## src/hdl/irs_pkg.sv

```systemverilog
// irs_pkg: shared types and constants of the ir sensor on/off sequencer
// command and status structs between controller and datapath, step codes,
// channel indexes and result field widths; depends on nothing
package irs_pkg;

   typedef logic [3:0] step_type;

   // cycle steps that do work
   localparam step_type STEP_EMIT_ON   = 4'd1;
   localparam step_type STEP_LIT       = 4'd3;
   localparam step_type STEP_NEAR      = 4'd5;
   localparam step_type STEP_DARK_BUMP = 4'd7;
   localparam step_type STEP_LAST      = 4'd8;
   localparam step_type STEP_ZERO      = 4'd0;
   localparam step_type STEP_ONE       = 4'd1;

   // channels, lit rings hold all seven, dark rings the first five
   localparam int NUM_LIT   = 7;
   localparam int NUM_DARK  = 5;
   localparam int CH_SIDE_L = 0;
   localparam int CH_SIDE_R = 1;
   localparam int CH_BUMP_L = 2;
   localparam int CH_BUMP_R = 3;
   localparam int CH_BUMP_F = 4;
   localparam int CH_NEAR_L = 5;
   localparam int CH_NEAR_R = 6;

   // result field widths
   localparam int DIFF_OUT_W  = 14;
   localparam int NEAR_OUT_W  = 12;
   localparam int RATIO_OUT_W = 16;

   // near signal is the difference over four, ratio is far times 100 over near
   localparam int NEAR_SHIFT    = 2;
   localparam int RATIO_SCALE   = 100;
   localparam int RATIO_SCALE_W = 7;
   localparam logic [RATIO_OUT_W-1:0] RATIO_SAT = 16'hFFFF;

   // register indexes on the csr port
   typedef logic csr_idx_type;
   localparam csr_idx_type CSR_SIDE_EMIT = 1'b0;
   localparam csr_idx_type CSR_BUMP_EMIT = 1'b1;

   typedef struct packed {
      logic capture;
      logic update;
      logic diff;
      logic mul;
      logic div_step;
      logic out_load;
   } irs_cmd_type;

   typedef struct packed {
      logic final_step;
      logic div_last;
   } irs_status_type;

endpackage

```

## src/hdl/irs_ctrl.sv

```systemverilog
// irs_ctrl: controller state machine of the ir sensor on/off sequencer
// sequences capture, ring update, on the last step difference, multiply and divide, and output;
// depends on irs_pkg
module irs_ctrl (
   input  logic                    clock,
   input  logic                    reset,
   input  logic                    req_valid,
   output logic                    req_ready,
   output logic                    rsp_valid,
   input  logic                    rsp_ready,
   input  irs_pkg::irs_status_type status,
   output irs_pkg::irs_cmd_type    cmd
);

   typedef enum logic [2:0] {
      S_IDLE,
      S_UPDATE,
      S_DIFF,
      S_MUL,
      S_DIV,
      S_OUT
   } state_type;

   state_type state_ff, state_in;
   logic      rsp_valid_ff, rsp_valid_in;

   always_comb begin
      cmd      = '0;
      state_in = state_ff;
      unique case (state_ff)
         S_IDLE: begin
            cmd.capture = req_valid;
            if (req_valid) begin
               state_in = S_UPDATE;
            end
         end
         S_UPDATE: begin
            cmd.update = 1'b1;
            state_in   = status.final_step ? S_DIFF : S_OUT;
         end
         S_DIFF: begin
            cmd.diff = 1'b1;
            state_in = S_MUL;
         end
         S_MUL: begin
            cmd.mul  = 1'b1;
            state_in = S_DIV;
         end
         S_DIV: begin
            cmd.div_step = 1'b1;
            if (status.div_last) begin
               state_in = S_OUT;
            end
         end
         S_OUT: begin
            cmd.out_load = !rsp_valid_ff || rsp_ready;
            if (cmd.out_load) begin
               state_in = S_IDLE;
            end
         end
         default: begin
            state_in = S_IDLE;
         end
      endcase
   end

   always_comb begin
      if (cmd.out_load) begin
         rsp_valid_in = 1'b1;
      end else if (rsp_ready) begin
         rsp_valid_in = 1'b0;
      end else begin
         rsp_valid_in = rsp_valid_ff;
      end
   end

   always_ff @(posedge clock) begin
      if (reset) begin
         state_ff     <= S_IDLE;
         rsp_valid_ff <= 1'b0;
      end else begin
         state_ff     <= state_in;
         rsp_valid_ff <= rsp_valid_in;
      end
   end

   assign req_ready = (state_ff == S_IDLE);
   assign rsp_valid = rsp_valid_ff;

   // at most one datapath command per cycle
   a_cmd_onehot: assert property (@(posedge clock) disable iff (reset)
      $onehot0(cmd))
      else $error("irs_ctrl: more than one datapath command");

   // a captured item is always followed by its ring update
   a_capture_update: assert property (@(posedge clock) disable iff (reset)
      cmd.capture |=> cmd.update)
      else $error("irs_ctrl: capture not followed by update");

   // the output register is loaded only when free or being emptied
   a_out_free: assert property (@(posedge clock) disable iff (reset)
      cmd.out_load |-> (!rsp_valid_ff || rsp_ready))
      else $error("irs_ctrl: result overwritten");

   // the last divide step hands over to the output state
   a_div_end: assert property (@(posedge clock) disable iff (reset)
      (cmd.div_step && status.div_last) |=> (state_ff == S_OUT))
      else $error("irs_ctrl: divide did not finish into output");

endmodule

```

## config.mk

```make
export PLATFORM = sky130hd
export DESIGN_NAME = irs_ctrl
export DESIGN_NICKNAME = d
export VERILOG_FILES = /design/src/hdl/irs_pkg.sv /design/src/hdl/irs_ctrl.sv
export SDC_FILE = /design/constraint.sdc
export NUM_CORES = 1
export LEC_CHECK = 0
export ABC_CLOCK_PERIOD_IN_PS = 1000
export BUFFER_PORTS_ARGS = -buffer_cell sky130_fd_sc_hd__clkbuf_2
export CORE_AREA = 2 2 39 41
export CTS_CLUSTER_SIZE = 8
export DETAILED_ROUTE_END_ITERATION = 8
export DIE_AREA = 0 0 41 43
export PLACE_DENSITY = 0.53
export SLEW_MARGIN = 5
export SYNTH_ARGS = -nofsm -noshare
export SYNTH_HDL_FRONTEND = slang
export SYNTH_SLANG_ARGS = --single-unit
```

## constraint.sdc

```tcl
create_clock -name clock -period 1 [get_ports clock]
set_input_delay 0.05 -clock clock [delete_from_list [all_inputs] [get_ports clock]]
set_output_delay 0.05 -clock clock [all_outputs]
set_load 0.01 [all_outputs]
```

# After elaboration in Yosys (flattened, before gate mapping)

Cells that the tools add are included.

Bits in registers: 4
Bits of input ports: 6
Output and inout port bits: 8
Logic and storage cells: 28

Eq/ne operators: 8
Mux-type cells: 13
Reductions and logical operators: 5

Operator list:

| operator           | number |
|---|---|
| $pmux 3 s6         | 1 |
| $mux 3             | 4 |
| $mux 1             | 8 |
| $eq 3x2->1 const B | 2 |
| $eq 3x3->1 const B | 2 |
| $ne 2x2->1 const B | 3 |
| $eq 3x1->1 const B | 1 |
| $logic_not 3->1    | 1 |
| $reduce_and 3->1   | 1 |
| $reduce_bool 2->1  | 1 |
| $logic_not 1->1    | 1 |
| $logic_or 1x1->1   | 1 |

# Depth between registers and ports, before layout

Gate-level depths: netlist of the first run.

Word-level depth: 4
Gate-level depth with buffers: 4
Gate-level depth less buffers: 3

# Least setup slack after synthesis of the first run

Ideal clock, no wire load.

Kind: register -> output
Start point: register state_ff[0]
End point: output cmd[5] (netlist bit)
Arrival: 1.007 ns
Data required time: 0.950 ns
Setup slack: -0.057 ns
Stages on the path, launching flop included: 4
Buffers on the path: 1
Cells stage by stage: dfxtp_1 > buf_2 > nor3_1 > and2_1

RTL lines:

| what                   | line           | source |
|---|---|---|
| start, declared        | irs_ctrl.sv:24 | `state_type state_ff, state_in;` |
| start signal, assigned | irs_ctrl.sv:82 | `state_ff <= state_in;` |
| end, declared          | irs_ctrl.sv:12 | `output irs_pkg::irs_cmd_type cmd` |

==> results of run 1 <==
worst max path at each step:
| stage | to | slack (ps) | depth (start not counted) |
|---|---|---|---|
| after floorplan | state_ff[0]$_SDFFE_PP0P_ | 5 | 3 |
| after global placement | state_ff[0]$_SDFFE_PP0P_ | -40 | 3 |
| after detailed placement | state_ff[0]$_SDFFE_PP0P_ | -110 | 3 |
| after CTS | cmd[0] | -200 | 3 |
| after global routing | cmd[0] | -250 | 3 |
| final | cmd[0] | -180 | 4 |
cells in the final DEF (no fill, tap or decap), types with 2 or more instances in the layout:
cell | synthesis | routed
buf_4 | 1 | 8
nor3b_2 | 0 | 3
nor3_2 | 0 | 2
clkbuf_4 | 0 | 3
a21oi_2 | 1 | 3
clkbuf_2 | 0 | 7
buf_6 | 1 | 7
nor2_1 | 3 | 3
buf_2 | 1 | 6
dfxtp_4 | 0 | 2
dfxtp_2 | 0 | 2
layout make-up:
type | instances | area, µm² | share of cell area
inverter | 1 | 3.75 | 0.00670
sequential | 4 | 90.1 | 0.161
multi-input combinational | 24 | 220 | 0.393
tap | 16 | 20.0 | 0.0357
clock buffer | 3 | 22.5 | 0.0402
timing repair buffer | 28 | 204 | 0.364
synth_stat cells:
library cell,number
o21ai_1,1
and2b_1,1
or3_1,1
dfxtp_1,4
buf_4,1
buf_2,1
nor3b_1,3
nand2b_1,1
or2b_1,1
buf_6,1
a21oi_1,2
and2_1,1
nand2_1,2
mux2_2,1
nor2_1,3
inv_1,1
a2111oi_1,1
a21oi_2,1
a31oi_1,1
nor3_1,4
report_power, final:
part	total [W]	switching (W)	internal (W)
Combinational	0.000442	0.000184	0.000258
Clock	0.000208	0.0000729	0.000135
Sequential	0.000207	0.0000229	0.000184
per-stage QoR:
stage          TNS [ps]  hold slack (ps)   util
2_1_floorplan         0              115      -
3_3_place_gp      -55.6              269  0.271
3_5_place_dp       -133              262  0.271
4_1_cts            -973             23.8  0.378
5_1_grt           -1410             42.1  0.405
6_report           -915             37.3  0.405
logic make-up (layout without fill, tap and decap cells):
group | count (synthesis) | count (layout)
buffers and inverters | 4 | 32
AOI/OAI and AO/OA | 6 | 6
muxes | 1 | 1
and+or+nand+nor | 17 | 17
DFF | 4 | 4
timing repair:
| item | CTS | global route |
|---|---|---|
| pin swaps | 9 | 3 |
| gates resized for setup | 19 | 11 |
| buffers inserted | 7 | 1 |
| cloned | 0 | 0 |
| endpoints found under the setup margin | 9 | 11 |
state kept, by name, summed over array words and instances (netlist names):
name,count
rsp_valid,1
state_ff,3
per-layer routing:
| layer | up-vias | routed length [µm] |
|---|---|---|
| li1 | 167 | - |
| met1 | 152 | 333 |
| met2 | 5 | 496 |
| met3 | 0 | 30 |
| met4 | 0 | 0 |
| met5 | - | 0 |
==> results.json, run 1 <==
{
  "path_cells": "buf_4 > buf_4 > nor3b_2 > buf_2",
  "final_nets": 68,
  "synthXorXnorAreaFrac": 0,
  "vias": 324,
  "pre_cts_slack_ps": -109,
  "violations": "setup timing",
  "rsz0062_at_grt": "true",
  "synth_seq_area_share": 0.315,
  "slew_headroom": 0.823,
  "overflow": 0,
  "reg2reg_slack_ps": -120,
  "synthSimpleGateAreaFrac": 0.374,
  "grt_pass1_vias": 325,
  "worst_hold_path.endpoint": "state_ff[1]$_SDFFE_PP0P_",
  "final_cell_area_um2": 561,
  "cts_tree": "done",
  "synth_largest_area_cell": "dfxtp_1",
  "postRouteWirelength_um": 861,
  "critPathBufInv": 3,
  "path_delay_family": "buffers and inverters",
  "grt_use_met2": 0.181,
  "worstRegToRegCells": 4,
  "clock-sinks": 4,
  "synth.avg_cell_area_um2": 7.94,
  "gp_congestion": 0.738,
  "die_h_um": 43,
  "grt_pass1_wl_um": 1290,
  "hold_path_startpoint": "reset",
  "critical_path.endpoint_type": "output port",
  "crit_top_cell": "buf_4",
  "rr_startpoint": "state_ff[0]$_SDFFE_PP0P_",
  "synth-adder-area-share": 0,
  "dieWidth_um": 41,
  "clockBufferDepth": 2,
  "dp_cells": 65,
  "area_delta_synth_final_pct": 121,
  "core-area_um2": 1380,
  "cts_hold_buf": 0,
  "drc": 0,
  "synth.distinct_cells": 20,
  "wire_per_inst_um": 11.3,
  "synth_compound_area_frac": 0.158,
  "peakVddDrop_mv": 0.473,
  "htree_levels": 1,
  "ant_nets": 0,
  "synth_nets": 38,
  "busiest_layer": "met2",
  "finalSetupViolCount": 9,
  "final_hold_viol_count": 0,
  "portBuffers": 13,
  "cts_root_buf": "clkbuf_4",
  "status": "finished, violations left",
  "yosys-top-cells-area": "dfxtp_1 (32%), nor3b_1 (8.9%), nor3_1 (7.9%)",
  "num_rows": 14,
  "dr.first_iter.drc_count": 2,
  "slowest_stage": "dfxtp_4",
  "critPathMaxFanout": 4,
  "grtUsageTotal": 0.113,
  "muxShareOfSynthArea": 0.0443,
  "vias_per_cell": 4.26,
  "tightest_slew_ps": 264,
  "worstPathRequired_ps": 950,
  "slowest_delay_ps": 350,
  "dieArea_um2": 1760,
  "place_hpwl_um": 479,
  "synth_top_area_share": 0.315,
  "skew_ps": 1.97,
  "insertion_delay_ps": 240,
  "synthCells": 32,
  "worst_setup_path_start_kind": "flop",
  "place_area_um2": 375,
  "max_clock_freq_mhz": 848,
  "cp.arrival_ps": 1130,
  "crit_type": "flop to output port",
  "antenna_cells": 0,
  "antenna_found_initial": 0,
  "fin_crit_sh": 1.18,
  "r2r_end": "state_ff[0]$_SDFFE_PP0P_",
  "final_max_slew_viol_count": 0,
  "synth_top_family_by_area": "simple AND/OR/NAND/NOR gates",
  "met1_usage": 0.109,
  "min_period_ps": 1180,
  "first_pass_iters": 3,
  "hp-class": "input port to flop",
  "layout-drive-gt1-share": 0.817,
  "power_leakage_nw": 0.262,
  "ioPinCount": 14,
  "start_util": 0.184,
  "fin_total_pwr_w": 0.000856,
  "setup.worst_path.start": "state_ff[0]$_SDFFE_PP0P_",
  "maxCapViolCount": 0,
  "p_per_area_nw_per_um2": 1530,
  "synth_warnings": 0,
  "cts_inserted_buffers": 3,
  "finalNonFillerCells": 76,
  "use_met3": 0.0471,
  "hold_depth": 2,
  "syn_area_um2": 254,
  "layout_setup_ws_ps": -179,
  "ys_ff_latch": 4,
  "grt_start_max_net_pins": 7,
  "clk_pin_slew_ps": 40,
  "fillers": 133
}
Power figures use the tool's default switching activity.
==> run 2, diff against run 1 <==
- CAP_MARGIN: default -> 20
- SKIP_CTS_REPAIR_TIMING: default -> 1
==> run 2 against run 1 <==
The flow still finishes with violations (setup timing). Sequential power grew 3%. First-iteration DRC count decreased by 100%. Wire length down 20%. Combinational power fell by 32%. Die area did not move. Critical path depth down 1. Largest cell class unchanged. Largest power group unchanged. Highest routed layer unchanged.
==> results.json, run 2 (synthesized netlist as in run 1, its figures left out) <==
{
  "worstRegToRegCells": 4,
  "cts_inserted_buffers": 3,
  "ant_nets": 0,
  "place_area_um2": 375,
  "combPwrFrac": 0.417,
  "internal-power_w": 0.000492,
  "first_pass_iters": 1,
  "worst_setup_path_start_kind": "flop",
  "start_util": 0.184,
  "htree_levels": 1,
  "final_cell_area_um2": 462,
  "reg2reg_slack_ps": -90,
  "dieWidth_um": 41,
  "antenna_cells": 0,
  "skew_ps": 2.22,
  "layout-drive-gt1-share": 0.698,
  "finalSetupViolCount": 8,
  "antenna_found_initial": 0,
  "fillers": 141,
  "critical_path.endpoint_type": "output port",
  "worst_hold_path.endpoint": "state_ff[1]$_SDFFE_PP0P_",
  "seq_area_um2": 92.6,
  "insertion_delay_ps": 240,
  "drt-met1-wl_um": 325,
  "place_hpwl_um": 479,
  "violations": "setup timing",
  "routed-wl-met3_um": 31,
  "fin_util": 0.334,
  "clock-sinks": 4,
  "cts_tree": "done",
  "r2r_end": "state_ff[0]$_SDFFE_PP0P_",
  "crit_type": "flop to output port",
  "final_nets": 61,
  "dr_wl_met2_um": 336,
  "largest_register_ffs": 3,
  "dieArea_um2": 1760,
  "clockPowerShare": 0.290,
  "finalNonFillerCells": 69,
  "final_hold_viol_count": 0,
  "mostFrequentLayoutCells": "buf_2 (7), buf_4 (7), clkbuf_2 (6)",
  "slew_headroom": 0.773,
  "status": "finished, violations left",
  "power_leakage_nw": 0.216,
  "portBuffers": 13,
  "pwr-share-seq": 0.294,
  "power_switching_w": 0.000233,
  "cts_root_buf": "clkbuf_4",
  "rsz0062_at_grt": "true",
  "rr_startpoint": "state_ff[0]$_SDFFE_PP0P_",
  "gp_congestion": 0.738,
  "peakVddDrop_mv": 0.464,
  "min_period_ps": 1190,
  "overflow": 0,
  "critPathMaxFanout": 5,
  "grt_pass1_vias": 272,
  "drc": 0,
  "cp.arrival_ps": 1140,
  "hp-class": "input port to flop",
  "grtUsageTotal": 0.0945,
  "grt_pass1_wl_um": 1060,
  "clockBufferDepth": 2,
  "grt_start_max_net_pins": 8,
  "worstPathRequired_ps": 950,
  "wire_per_inst_um": 10.0,
  "pre_cts_slack_ps": -109,
  "ioPinCount": 14,
  "hold_depth": 2,
  "swShare": 0.321,
  "dr.first_iter.drc_count": 0,
  "multiInputGateArea_um2": 194,
  "core-area_um2": 1380,
  "top_layer": "met3",
  "maxCapViolCount": 0,
  "tightest_slew_ps": 340,
  "dp_cells": 65,
  "fin_crit_sh": 1.19,
  "regMostFlops": "state_ff",
  "p_per_area_nw_per_um2": 1570,
  "vias": 288,
  "max_clock_freq_mhz": 839,
  "num_rows": 14,
  "area_delta_synth_final_pct": 81.8,
  "layout_setup_ws_ps": -191,
  "postRouteWirelength_um": 693,
  "vias_per_cell": 4.17,
  "hold_path_startpoint": "reset",
  "final_max_slew_viol_count": 0,
  "die_h_um": 43,
  "setup_tns_ps": -960,
  "clk_pin_slew_ps": 40
}
-- run 2: power groups by stage --
stage	Combinational [W]	Sequential, W	Clock, W
floorplan	0.000147	0.000200	0
global route	0.000331	0.000218	0.000223
finish	0.000302	0.000213	0.000210
detailed placement	0.000245	0.000211	0
CTS	0.000247	0.000209	0.000214
global placement	0.000244	0.000210	0
-- run 2: worst max-delay path, cell delays in order, from the launching register on --
cell     delay, ps
dfxtp_4        350
or2b_1         260
nor3b_2        140
buf_2          140
-- run 2: area by class of cell --
class,count,area share
clock buffers,3,0.0488
multi-input cells,24,0.420
flip-flops and latches,4,0.201
inverters,1,0.00813
repair buffers,21,0.279
well taps,16,0.0434
-- run 2: worst max-delay path by stage --
stage | slack, ps | depth (start not counted) | to | startpoint
floorplan | 5 | 3 | state_ff[0]$_SDFFE_PP0P_ | state_ff[1]$_SDFFE_PP0P_
global placement | -40 | 3 | state_ff[0]$_SDFFE_PP0P_ | state_ff[0]$_SDFFE_PP0P_
detailed placement | -110 | 3 | state_ff[0]$_SDFFE_PP0P_ | state_ff[0]$_SDFFE_PP0P_
CTS | -290 | 3 | cmd[0] | state_ff[2]$_SDFFE_PP0P_
global route | -270 | 3 | cmd[0] | state_ff[1]$_SDFFE_PP0P_
finish | -190 | 3 | cmd[0] | state_ff[2]$_SDFFE_PP0P_
-- run 2: layer usage --
metal,up-vias,global-route usage
li1,153,-
met1,130,0.0968
met2,5,0.134
met3,0,0.0471
met4,0,0.0800
met5,-,0
-- run 2: through the flow --
stage | power (W) | hold WS, ps
2_1_floorplan | 0.000348 | 115
5_1_grt | 0.000773 | 37.3
3_3_place_gp | 0.000454 | 269
4_1_cts | 0.000670 | 18.3
6_report | 0.000725 | 35.0
3_5_place_dp | 0.000456 | 262
==> run 3, diff against run 2 <==
--- a/config.mk
+++ b/config.mk
@@ -7,3 +7,3 @@
 export LEC_CHECK = 0
-export ABC_CLOCK_PERIOD_IN_PS = 1000
+export ABC_CLOCK_PERIOD_IN_PS = 1150
 export BUFFER_PORTS_ARGS = -buffer_cell sky130_fd_sc_hd__clkbuf_2
@@ -14,3 +14,3 @@
 export DIE_AREA = 0 0 41 43
-export PLACE_DENSITY = 0.53
+export PLACE_DENSITY = 0.52
 export SKIP_CTS_REPAIR_TIMING = 1
==> constraint.sdc (replaced) <==
create_clock -name clock -period 1.15 [get_ports clock]
set_input_delay 0.345 -clock clock [delete_from_list [all_inputs] [get_ports clock]]
set_output_delay 0.345 -clock clock [all_outputs]
set_load 0.01 [all_outputs]
==> run 3 against run 2 <==
The flow still finishes with violations (setup timing). Final area shrank 1.1%. Wire length shrank 6.1%. Critical path depth did not move. Via count is 3.5% higher. Non-clock buffer count is 1 higher. Largest power group unchanged. Register-to-register slack better by 50 ps. Sequential power fell by 14%. Clock skew grew 2.2 ps. Highest routed layer unchanged. First-iteration DRC count rose by 1. Power fell by 15%. Clock power is 15% lower.
==> results.json, run 3 (synthesized netlist as in run 1, its figures left out) <==
{
  "status": "finished, violations left",
  "violations": "setup timing",
  "portBuffers": 13,
  "layout-drive-gt1-share": 0.704,
  "die_h_um": 43,
  "vias": 298,
  "hp-class": "input port to flop",
  "place_hpwl_um": 523,
  "fin_crit_sh": 1.28,
  "p_per_area_nw_per_um2": 1350,
  "worstPathRequired_ps": 810,
  "tightest_slew_ps": 249,
  "overflow": 0,
  "insertion_delay_ps": 240,
  "gp_congestion": 0.685,
  "area_delta_synth_final_pct": 79.8,
  "final_nets": 62,
  "finalSetupViolCount": 8,
  "postRouteWirelength_um": 651,
  "max_clock_freq_mhz": 680,
  "wire_per_inst_um": 9.30,
  "min_period_ps": 1470,
  "num_rows": 14,
  "clock-sinks": 4,
  "critical_path.endpoint_type": "output port",
  "ioPinCount": 14,
  "cts_root_buf": "clkbuf_4",
  "core-area_um2": 1380,
  "final_hold_viol_count": 0,
  "skew_ps": 4.43,
  "critPathMaxFanout": 6,
  "layout_setup_ws_ps": -322,
  "start_util": 0.184,
  "first_pass_iters": 2,
  "grt_start_max_net_pins": 9,
  "clk_pin_slew_ps": 40,
  "pre_cts_slack_ps": -146,
  "worst_setup_path_start_kind": "flop",
  "peakVddDrop_mv": 0.358,
  "antenna_found_initial": 0,
  "antenna_cells": 0,
  "power_leakage_nw": 0.211,
  "grt_pass1_wl_um": 1050,
  "fillers": 150,
  "clockBufferDepth": 2,
  "dp_cells": 67,
  "rsz0062_at_grt": "true",
  "final_common_cell": "buf_4",
  "drc": 0,
  "cp.arrival_ps": 1130,
  "grtUsageTotal": 0.0945,
  "vias_per_cell": 4.26,
  "cts_tree": "done",
  "grt_pass1_vias": 267,
  "dieArea_um2": 1760,
  "ant_nets": 0,
  "cts_inserted_buffers": 3,
  "crit_type": "flop to output port",
  "dr.first_iter.drc_count": 1,
  "setup_tns_ps": -1730,
  "final_max_slew_viol_count": 0,
  "htree_levels": 1,
  "finalNonFillerCells": 70,
  "fin_total_pwr_w": 0.000616,
  "regMostFlops": "state_ff",
  "maxCapViolCount": 0,
  "whs_ps": 329,
  "largest_register_ffs": 3,
  "mostFrequentLayoutCells": "buf_4 (9), buf_2 (7), clkbuf_2 (6)",
  "slew_headroom": 0.833,
  "dieWidth_um": 41
}
-- run 3: cell count changes in the layout (fill, tap and decap cells not counted), sizes merged --
cell  delta
buf      +1
-- run 3: where the power goes --
| part | internal (W) | leakage [nW] | switching, W |
|---|---|---|---|
| clock network | 0.000117 | 0.0138 | 0.0000607 |
| logic | 0.000139 | 0.163 | 0.000115 |
| registers | 0.000160 | 0.0342 | 0.0000240 |
| total | 0.000416 | 0.211 | 0.000199 |
-- run 3: cell type report --
type                    instances  area (µm²)  area share
multi-input cells              24         191       0.419
flip-flops and latches          4        86.3       0.189
repair buffers                 22         133       0.290
clock buffers                   3        22.5      0.0493
inverters                       1        3.75     0.00822
well taps                      16        20.0      0.0438
-- run 3: final timing paths --
path / cells past startpoint / endpoint / start / slack, ps
setup / recovery: 3 / cmd[0] / state_ff[1]$_SDFFE_PP0P_ / -320
setup reg to reg: 4 / state_ff[0]$_SDFFE_PP0P_ / state_ff[1]$_SDFFE_PP0P_ / -40
hold reg to reg: 2 / state_ff[0]$_SDFFE_PP0P_ / state_ff[1]$_SDFFE_PP0P_ / 590
hold / removal: 2 / state_ff[1]$_SDFFE_PP0P_ / reset / 330
-- run 3: critical path: stages, from the launching register on --
cell and delay, ps:
dfxtp_2 330, or2b_1 260, nor3b_2 150, buf_2 140
-- run 3: per-layer routing --
metal,up-vias,GRT usage,routed length [µm]
li1,157,-,-
met5,-,0,0
met1,134,0.0903,255
met2,7,0.141,355
met4,0,0.0600,0
met3,0,0.0628,40
-- run 3: metrics by stage --
stage,area (µm²),utilization
4_1_cts,417,0.301
3_3_place_gp,394,0.285
6_report,457,0.330
3_5_place_dp,394,0.285
2_1_floorplan,265,-
5_1_grt,457,0.330
